**config.mk**
```make
export PLATFORM = sky130hd
export DESIGN_NAME = lms_sid_regs
export DESIGN_NICKNAME = d
export VERILOG_FILES = /design/src/rtl/core/lms_system_identifier_core_macros.svh /design/src/rtl/core/lms_sid_pkg.sv /design/src/rtl/core/lms_sid_regs.sv
export SDC_FILE = /design/constraint.sdc
export NUM_CORES = 1
export LEC_CHECK = 0
export ABC_AREA = 0
export BUFFER_PORTS_ARGS = -buffer_cell sky130_fd_sc_hd__buf_2
export CORE_UTILIZATION = 36
export CTS_CLUSTER_SIZE = 12
export DETAILED_ROUTE_END_ITERATION = 16
export PLACE_DENSITY = 0.73
export SKIP_LAST_GASP = 1
export SYNTH_ARGS = -nofsm -noshare
export SYNTH_HDL_FRONTEND = slang
export SYNTH_SLANG_ARGS = --single-unit
```
**constraint.sdc**
```tcl
create_clock -name clk -period 1.4 [get_ports clk]
set_clock_uncertainty 0.2 [all_clocks]
set_input_delay 0.28 -clock clk [delete_from_list [all_inputs] [get_ports clk]]
set_output_delay 0.28 -clock clk [all_outputs]
set_load 0.02 [all_outputs]
```
**src/rtl/core/lms_system_identifier_core_macros.svh**
```systemverilog
// Assertion macros for the LMS system identifier core.
// Included by the top level; expects clk and rst in scope.
`ifndef LMS_SYSTEM_IDENTIFIER_CORE_MACROS_SVH
`define LMS_SYSTEM_IDENTIFIER_CORE_MACROS_SVH

`ifndef NO_ASSERTIONS
`define LMS_SID_ASSERT_IMPL(label, ante, cons) \
  label: assert property (@(posedge clk) disable iff (rst) (ante) |-> (cons)) \
    else $error("lms_sid: implication check failed");
`define LMS_SID_ASSERT_NEXT(label, ante, cons) \
  label: assert property (@(posedge clk) disable iff (rst) (ante) |=> (cons)) \
    else $error("lms_sid: next-cycle check failed");
`else
`define LMS_SID_ASSERT_IMPL(label, ante, cons)
`define LMS_SID_ASSERT_NEXT(label, ante, cons)
`endif

`endif

```
**src/rtl/core/lms_sid_pkg.sv**
```systemverilog
// Shared types and constants for the LMS system identifier core.
// No dependencies.
`default_nettype none

package lms_sid_pkg;

  localparam int SAMPLE_W  = 16;
  localparam int TAP_IDX_W = 6;
  localparam int WEIGHT_W  = 32;
  localparam int STEP_W    = 16;
  localparam int SHIFT_W   = 6;

  localparam int FIX_FRAC = 15;
  localparam int W_FRAC   = 30;

  // shared multiplier: signed A x signed B
  localparam int MUL_A_W = 33;
  localparam int MUL_B_W = STEP_W + 1;
  localparam int MUL_P_W = MUL_A_W + MUL_B_W;

  // low part of the step*error product, unsigned
  localparam int KLO_W = 24;

  localparam logic signed [WEIGHT_W-1:0] W_MAX = 32'sh7FFF_FFFF;
  localparam logic signed [WEIGHT_W-1:0] W_MIN = 32'sh8000_0000;

  localparam logic MODE_LOAD_TAP = 1'b0;
  localparam logic MODE_SAMPLE   = 1'b1;

  localparam int APB_ADDR_W = 4;
  localparam int APB_DATA_W = 32;
  localparam int REG_IDX_W  = 2;
  localparam logic [REG_IDX_W-1:0] REG_OUTPUT_SELECT = 2'd0;
  localparam logic [REG_IDX_W-1:0] REG_STEP_MULT     = 2'd1;
  localparam logic [REG_IDX_W-1:0] REG_STEP_SHIFT    = 2'd2;

  localparam logic [STEP_W-1:0]  STEP_MULT_RST  = 16'd28;
  localparam logic [SHIFT_W-1:0] STEP_SHIFT_RST = 6'd18;

  typedef struct packed {
    logic               output_select;
    logic [STEP_W-1:0]  step_mult;
    logic [SHIFT_W-1:0] step_shift;
  } lms_sid_cfg_t;

  typedef struct packed {
    logic clearing;
    logic busy;
  } lms_sid_stat_t;

  typedef enum logic [3:0] {
    ST_CLEAR,
    ST_IDLE,
    ST_FIX,
    ST_ADAPT,
    ST_ERR,
    ST_KMUL,
    ST_KCAP,
    ST_UPD,
    ST_DONE
  } lms_sid_state_t;

endpackage

`default_nettype wire

```
**src/rtl/core/lms_sid_regs.sv**
```systemverilog
// APB configuration registers: output select, step multiplier, step shift.
// Depends on lms_sid_pkg.
`default_nettype none

module lms_sid_regs (
  input  logic                                 clk,
  input  logic                                 rst,
  input  logic                                 psel,
  input  logic                                 penable,
  input  logic                                 pwrite,
  input  logic [lms_sid_pkg::APB_ADDR_W-1:0]   paddr,
  input  logic [lms_sid_pkg::APB_DATA_W-1:0]   pwdata,
  output logic [lms_sid_pkg::APB_DATA_W-1:0]   prdata,
  output logic                                 pready,
  output lms_sid_pkg::lms_sid_cfg_t            cfg
);
  import lms_sid_pkg::*;

  logic [REG_IDX_W-1:0] idx;
  logic                 wr;

  assign idx    = paddr[REG_IDX_W+1:2];
  assign wr     = psel && penable && pwrite;
  assign pready = 1'b1;

  always_ff @(posedge clk) begin
    if (rst) begin
      cfg.output_select <= 1'b0;
      cfg.step_mult     <= STEP_MULT_RST;
      cfg.step_shift    <= STEP_SHIFT_RST;
    end else if (wr) begin
      case (idx)
        REG_OUTPUT_SELECT: cfg.output_select <= pwdata[0];
        REG_STEP_MULT:     cfg.step_mult     <= pwdata[STEP_W-1:0];
        REG_STEP_SHIFT:    cfg.step_shift    <= pwdata[SHIFT_W-1:0];
        default: ;
      endcase
    end
  end

  always_comb begin
    case (idx)
      REG_OUTPUT_SELECT: prdata = {{(APB_DATA_W-1){1'b0}}, cfg.output_select};
      REG_STEP_MULT:     prdata = {{(APB_DATA_W-STEP_W){1'b0}}, cfg.step_mult};
      REG_STEP_SHIFT:    prdata = {{(APB_DATA_W-SHIFT_W){1'b0}}, cfg.step_shift};
      default:           prdata = '0;
    endcase
  end
endmodule

`default_nettype wire

```
Yosys cells after proc, flatten, opt, wreduce, memory -nomap -nowiden. Cells that the tools add are included.

Multiplexer cells: 1. Reductions and logical operators: 6. Equal/unequal tests: 2.

Operators with widths (count): one-hot mux 16 bit (3 select lines) (1); AND reduction 2 bit (3); equality test 2 x 1 -> 1 bit, second input constant (1); equality test 2 bit, second input constant (1); logical AND 1 bit (2); zero test 2 bit (1).

Logic and storage cells: 12. Input bits: 41. Output and inout bits: 56. Register bits after elaboration: 23.

Logic depth before layout (Yosys ltp). Gate-level depths: netlist of run 1.

Word-level depth: 3. Depth in mapped cells: 5. Mapped depth without buffers: 3.

Worst setup path after synthesis of run 1. No wires, ideal clock.

Path kind: register to output. Start point: reg cfg[6] (netlist name). End point: out prdata[0] (netlist name). Cell stages (with the launch flop): 3. Path buffers: 0. Data required time: 0.920 ns. Arrival: 1.027 ns. Slack: -0.107 ns. Path through: dfxtp_1 -> mux2i_1 -> o21ai_0.

Longest elaborated chain between the ends: 1.

RTL lines: start: declaration (RTL line lms_sid_regs.sv:15) `output lms_sid_pkg::lms_sid_cfg_t cfg`; one-hot mux 16 bit (3 select lines) (RTL line lms_sid_regs.sv:42) `case (idx)`; end: declaration (RTL line lms_sid_regs.sv:13) `output logic [lms_sid_pkg::APB_DATA_W-1:0] prdata,`.

Every way passes these cells.

Final worst setup path of run 1.
Start point: in paddr[2] (netlist name). End point: out prdata[3] (netlist name).

Longest elaborated chain between the ends: 2. Elaborated cells on any way between the ends: 4. Those cells by class: eq/ne (2); mux (1); reduce/logical (1).

RTL lines: start: declaration (RTL line lms_sid_regs.sv:11) `input logic [lms_sid_pkg::APB_ADDR_W-1:0] paddr,`; equality test 2 bit, or another cell as far along (RTL line lms_sid_regs.sv:42); one-hot mux 16 bit (3 select lines) (*) (RTL line lms_sid_regs.sv:42).

Mark *: on every way between the ends. The rest lies on a longest branch, timed or not.

==> impl_metrics.toml, run 1 <==
[run_status]
status = "finished with violations"
violations = "negative setup slack"

[synthesis]
yosysTopAreaCell = "dfxtp_1"
syn_area_um2 = 1300
async_flop_share_pct = 0
yosys-top-cells-area = "dfxtp_1 (35%), mux2i_1 (18%), nand2b_1 (16%)"
synth_seq_cells = 23
syn_area_per_cell_um2 = 9.29
synth_edf_count = 0
yosys.area.top_type_share_pct = 35.4
yosys_warnings = 0
synth-seq-area-share_pct = 35.4
ys.flop_type = "dfxtp_1"
synth_common_cells = "nand2b_1 (33), mux2i_1 (24), dfxtp_1 (23)"
synth_cell_types = 18
synth_cells = 140
synth_most_common_cell = "nand2b_1"

[final_layout]
area_growth_pct = 55.5
fin_nets = 258
largest_reg_flops = 23
fill_cells = 295
multiInputGateArea_um2 = 785
top_register = "cfg"
diodes = 0
reg_top3 = "cfg (23)"
ff_latch_area_um2 = 478
final_layout_size_suffix_gt1_share_pct = 52.8

[timing]
rsz0062_at_grt = "true"
final_max_slew_viol_count = 0
hold_viol_final = 0
layout_min_cycle_time_ps = 1530
period_share_pct = 109
setup_viol = 16
hold_ws_ps = 10.5
tns_ps = -1530
maxClockFrequency_ghz = 0.654
final.setup.worst_slack_ps = -130

[grt]
grt_pass1_wl_um = 4370
grt_max_degree = 20
antenna_found_initial = 0
grt_pass1_vias = 955
grt_use_total_pct = 15.8
grt_overflow = 0

[setup_path]
worst-path-buf-inv = 3
worstPathArrival_ps = 1050
r2r_setup_slack_ps = 350
crit-reg2reg-capture = "cfg[8]"
cp_cell_sequence = "buf_8 > nor2b_4 > buf_12 > a22o_4 > buf_6"
critPathRequiredTime_ps = 920
worstSetupPathType = "input port to output port"
max_stage_delay_ps = 240
r2r-start = "cfg[8]"
critPathTopFamily = "buffers and inverters"
worstSetupStartpointType = "input port"
crit_start = "paddr[2]"
cp_slowest_cell = "a22o_4"
worst-r2r-cell-count = 4
worstPathMaxFanout = 7
end_kind = "output port"

[die]
die_h_um = 62.1
start_util_pct = 38.4
rows = 21
dieArea_um2 = 3860
dieWidth_um = 62.1
core-area_um2 = 3390
ios = 97

[detailed_routing]
drtIter0Drc = 17
avgRoutedWirePerCell_um = 11.7
drc = 0
antenna_left = 0
drtPass1Iterations = 4
wl_um = 3060
via_per_inst = 4.37
vias = 1144

[power_and_ir_drop]
max-vdd-ir-drop_mv = 0.362
leakage_nw = 0.939
powerDensity_nw_per_um2 = 622

[placement]
portBuffers = 61
dp_hpwl_um = 2030
gp_congestion = 0.717

[run]
drv_cap = 0

[clocking]
cts_tree = "built"
cts.sinks = 23
numCtsBuffers = 3
htree_levels = 1
cts.clk_slew.worst_paths_ps = 130
ctsRootBufferMaster = "clkbuf_4"
clock_latency_ps = 300
cts_buffer_depth = 2

[worst_hold_path]
min_path_cells = 3
min_from = "pwdata[7]"
min_to = "cfg[13]"
hold_class = "input port to flip-flop"
-- routing by layer --
layer / vias up / track usage, % / part of all wire, %
li1: 578 / - / -
met1: 514 / 20.3 / 44
met2: 50 / 26.0 / 49
met3: 2 / 4.76 / 6.2
met4: 0 / 3.81 / 0.56
met5: - / 0 / 0
-- worst reg2reg max path, delay by kind of cell, from the launching register on --
family	cells	cell delay [ps]
buffers and inverters	2	230
DFF	1	350
muxes	1	80
and+or+nand+nor	1	90
-- placed cells by master (no fill, tap or decap), drive strengths merged --
| cell type | n |
|---|---|
| nand2 | 1 |
| and2 | 10 |
| nor3b | 2 |
| o21ai | 1 |
| nor2 | 9 |
| nor3 | 1 |
| nand3 | 1 |
| conb | 17 |
| clkbuf | 4 |
| a22o | 5 |
| buf | 80 |
| nand2b | 33 |
| dfxtp | 23 |
| nor2b | 2 |
| mux2i | 24 |
| nand4 | 1 |
| dlygate4sd3 | 2 |
-- area by class of cell --
cell class	instances	area share, %
tap	46	2.85
clock buffer	4	1.30
multi-input combinational	107	38.8
timing repair buffer	82	33.4
sequential	23	23.6
-- kinds of logic (layout without fill, tap and decap cells) --
logic type	count (synthesis)	after routing	share of synthesized area, %
simple gates	60	60	27.9
buf+inv	25	86	13.4
mux	24	24	18.5
flops	23	23	35.4
compound gates	6	6	4.23
other cells	2	17	0.578
-- worst max path at each step --
stage | cells after the start | endpoint | slack [ps]
2_1_floorplan | 3 | prdata[10] | 2
3_3_place_gp | 5 | prdata[5] | -200
3_5_place_dp | 5 | prdata[3] | -190
4_1_cts | 5 | prdata[3] | -130
5_1_grt | 3 | prdata[0] | -190
6_report | 5 | prdata[3] | -130
-- stage by stage --
step	total power [mW]	std cells	util, %	cell area, um2	setup slack (ps)
after floorplan	0.857	155	-	1360	2.06
after global placement	0.909	248	49.0	1660	-203
after detailed placement	0.912	248	49.0	1660	-195
after CTS	1.26	256	56.4	1910	-129
after global routing	1.34	262	59.7	2020	-193
final	1.26	262	59.7	2020	-130
-- where the power goes --
group	switching (mW)	internal [mW]	total [mW]	leakage, nW
Sequential	0.00690	0.664	0.670	0.189
Combinational	0.144	0.139	0.284	0.735
Clock	0.193	0.111	0.304	0.0150
Total	0.344	0.914	1.26	0.939
-- repair_timing --
item / 4_1_cts / 5_1_grt
setup buffers: 3 / 4
hold buffers: 0 / 2
pin swaps: 9 / 0
resized for setup: 55 / 26
setup endpoints to repair: 16 / 29
endpoints found under the hold margin: 0 / 2
gates cloned: 1 / 0
No activity file was read; power rests on OpenSTA's default activity.
==> run 2, diff against run 1 <==
CORE_UTILIZATION = 40   (was 36)
PLACE_DENSITY = 0.8   (was 0.73)
SKIP_CTS_REPAIR_TIMING = 1   (was not set)
==> impl_metrics.toml, run 2 (synthesis gave the netlist of run 1 again) <==
[run_status]
status = "finished with violations"
violations = "negative setup slack"

[timing]
tightest_slew_ps = 522
final_max_slew_viol_count = 0
rsz0062_at_grt = "true"
setup_viol = 16
slew_headroom_pct = 65.2
maxClockFrequency_ghz = 0.639
final.setup.worst_slack_ps = -165
hold_viol_final = 0
period_share_pct = 112
tns_ps = -1110
layout_min_cycle_time_ps = 1560

[grt]
antenna_found_initial = 0
grt_use_total_pct = 14.9
grt_overflow = 0
grt_pass1_wl_um = 3940
grt_pass1_vias = 920
grt_max_degree = 43

[power_and_ir_drop]
leakage_nw = 0.904
max-vdd-ir-drop_mv = 0.309
powerDensity_nw_per_um2 = 644

[die]
core-area_um2 = 3080
start_util_pct = 42.2
dieWidth_um = 59.0
ios = 97
rows = 20
die_h_um = 59.0
dieArea_um2 = 3480

[detailed_routing]
avgRoutedWirePerCell_um = 11.4
drtIter0Drc = 22
drtPass1Iterations = 4
antenna_left = 0
via_per_inst = 4.44
wl_um = 2930
vias = 1137
drc = 0

[final_layout]
top_register = "cfg"
mostFrequentLayoutCell = "buf_2"
reg_top3 = "cfg (23)"
final_cell_mix = "buf_2 (45), nand2b_1 (33), mux2i_1 (24)"
utilization_pct = 62.5
area_growth_pct = 47.9
final_area_um2 = 1920
fill_cells = 281
final_cells = 256
diodes = 0
final_layout_size_suffix_gt1_share_pct = 53.8
fin_nets = 254
largest_reg_flops = 23

[clocking]
cts_buffer_depth = 2
numCtsBuffers = 3
cts_tree = "built"
ctsRootBufferMaster = "clkbuf_4"
htree_levels = 1
clock_latency_ps = 300
cts.clk_slew.worst_paths_ps = 130
cts.sinks = 23

[setup_path]
worstPathArrival_ps = 1080
cp_cell_sequence = "buf_8 > buf_6 > nor2b_4 > buf_6 > a22o_4 > buf_6"
worstSetupPathType = "input port to output port"
end_kind = "output port"
worstPathMaxFanout = 5
path_common_cell = "buf_6"
cp_slowest_cell = "a22o_4"
worstSetupStartpointType = "input port"
critPathRequiredTime_ps = 920
max_stage_delay_ps = 210

[placement]
post_dp_cell_area_um2 = 1620
dp_hpwl_um = 1990
place_inst = 243
place_worst_setup_slack_ps = -338
portBuffers = 61
gp_congestion = 0.727

[worst_hold_path]
hold_class = "input port to flip-flop"

[run]
drv_cap = 0
run 2: critical path, delay by kind of cell:
kind	cells	cell delay (ps)
AO/OA/AOI/OAI	1	210
buffers and inverters	4	460
AND/OR/NAND/NOR	1	120
run 2: final timing paths:
path	from	endpoint	slack (ps)	depth (start not counted)
setup / recovery	paddr[3]	prdata[1]	-160	6
hold / removal	pwdata[14]	cfg[20]	6	3
setup reg to reg	cfg[21]	cfg[21]	510	3
hold reg to reg	cfg[20]	cfg[20]	290	2
run 2: layout make-up:
cell class,count,area (um2),share of cell area [%]
Multi-Input combinational cell,107,774,40.3
Timing Repair Buffer,78,583,30.3
Sequential cell,23,483,25.1
Tap cell,44,55.1,2.86
Clock buffer,3,22.5,1.17
Clock inverter,1,5.00,0.260
run 2: per-layer routing:
layer	vias up	GRT usage (%)	share of wire (%)	wire [um]
met5	-	0	0	0
li1	567	-	-	-
met1	517	18.9	43	1260
met4	0	5.10	0.44	13
met3	2	3.49	6.4	187
met2	51	24.8	50	1470
run 2: metrics by stage:
step / hold slack [ps] / power [mW]
3_3_place_gp: 268 / 0.894
6_report: 6.44 / 1.24
5_1_grt: 0.860 / 1.31
3_5_place_dp: 276 / 0.896
2_1_floorplan: 235 / 0.857
4_1_cts: 5.39 / 1.20
run 2: power breakdown:
part,leakage (nW),internal [mW],total [mW],switching (mW)
sequential,0.193,0.664,0.670,0.00674
clock,0.0177,0.106,0.304,0.198
combinational,0.693,0.123,0.263,0.139
==> run 3, diff against run 2 <==
==> constraint.sdc (replaced) <==
create_clock -name clk -period 1.4 [get_ports clk]
set_clock_uncertainty 0.2 [all_clocks]
set_input_delay 0.28 -clock clk [delete_from_list [all_inputs] [get_ports clk]]
set_output_delay 0.28 -clock clk [all_outputs]
set_load 0.05 [all_outputs]
==> impl_metrics.toml, run 3 (synthesis gave the netlist of run 1 again) <==
[placement]
portBuffers = 61
post_dp_cell_area_um2 = 1670
dp_hpwl_um = 1940
gp_congestion = 0.725

[final_layout]
top_register = "cfg"
mostFrequentLayoutCell = "nand2b_1"
final_layout_size_suffix_gt1_share_pct = 57.1
reg_top3 = "cfg (23)"
largest_reg_flops = 23
fin_nets = 254
final_area_um2 = 2090
final_cell_mix = "nand2b_1 (33), buf_4 (24), mux2i_1 (23), dfxtp_2 (23), buf_2 (21)"
area_growth_pct = 61.1
diodes = 0

[die]
dieArea_um2 = 3480
die_h_um = 59.0
rows = 20
core-area_um2 = 3080
ios = 97
start_util_pct = 42.2
dieWidth_um = 59.0

[run_status]
violations = "negative setup slack"
status = "finished with violations"

[timing]
final.setup.worst_slack_ps = -155
tightest_slew_ps = 556
slew_headroom_pct = 63.0
hold_viol_final = 0
setup_viol = 17
hold_ws_ps = 11.7
maxClockFrequency_ghz = 0.643
rsz0062_at_grt = "true"
final_max_slew_viol_count = 0
layout_min_cycle_time_ps = 1560
period_share_pct = 111

[setup_path]
worstSetupPathType = "flip-flop to output port"
critPathRequiredTime_ps = 920
worstSetupStartpointType = "flip-flop"
worstPathArrival_ps = 1080
end_kind = "output port"
worstPathMaxFanout = 3

[grt]
grt_overflow = 0
grt_max_degree = 43
grt_pass1_vias = 907
grt_use_total_pct = 14.7
grt_pass1_wl_um = 3930
antenna_found_initial = 0

[clocking]
cts_tree = "built"
cts.clk_slew.worst_paths_ps = 120
cts_buffer_depth = 2
ctsRootBufferMaster = "clkbuf_4"
clock_latency_ps = 310
cts.sinks = 23
htree_levels = 1
numCtsBuffers = 3

[power_and_ir_drop]
powerDensity_nw_per_um2 = 652
leakage_nw = 0.940
max-vdd-ir-drop_mv = 0.635
totalPowerFinal_mw = 1.37

[worst_hold_path]
hold_class = "input port to flip-flop"

[detailed_routing]
avgRoutedWirePerCell_um = 13.1
drtPass1Iterations = 4
antenna_left = 0
drtIter0Drc = 30
drc = 0
wl_um = 3360
vias = 1157
via_per_inst = 4.52

[run]
drv_cap = 0
[run 3: cell types whose count changed in the layout (fill, tap and decap cells not counted), moves of 2 or more]
cell / delta
buf_6: -5
buf_2: -24
a22o_2: -2
buf_12: -2
buf_4: +16
buf_8: +16
a22o_4: +2
dfxtp_2: +5
and2_4: +2
dfxtp_1: -5
and2_2: -2
[run 3: critical path: stages (launching register included)]
cell	delay (ps)
dfxtp_2	360
mux2i_2	190
o21ai_4	70
buf_6	150
[run 3: final cells by class]
cell class	instances	area, um2
Fill cell	264	983
Multi-Input combinational cell	107	807
Timing Repair Buffer	78	717
Sequential cell	23	489
Tap cell	44	55.1
Clock buffer	4	26.3
[run 3: report_power, final]
part	internal, mW	switching (mW)	total, mW
sequential	0.664	0.00837	0.672
combinational	0.141	0.249	0.390
clock	0.111	0.192	0.304
total	0.916	0.450	1.37
[run 3: routing by layer]
layer	GRT usage (%)	vias up	wire length, um
li1	-	564	-
met1	17.4	540	1260
met2	27.6	51	1900
met5	0	-	0
met4	0	0	27
met3	4.59	2	174
[run 3: through the flow]
step                std cells  util, %  setup TNS [ps]  setup slack [ps]
CTS                       248     55.1           -3770              -265
floorplan                 155        -           -65.3             -65.3
global placement          244     54.2           -3830              -230
global route              256     68.0           -1880              -192
finish                    256     68.0           -1370              -155
detailed placement        244     54.2           -4180              -236
[run 3: worst paths after layout]
kind | from | endpoint | slack, ps | depth (start not counted)
setup / recovery | cfg[6] | prdata[0] | -160 | 3
hold / removal | pwdata[7] | cfg[13] | 10 | 3
setup reg to reg | cfg[2] | cfg[2] | 500 | 2
hold reg to reg | cfg[18] | cfg[18] | 290 | 2
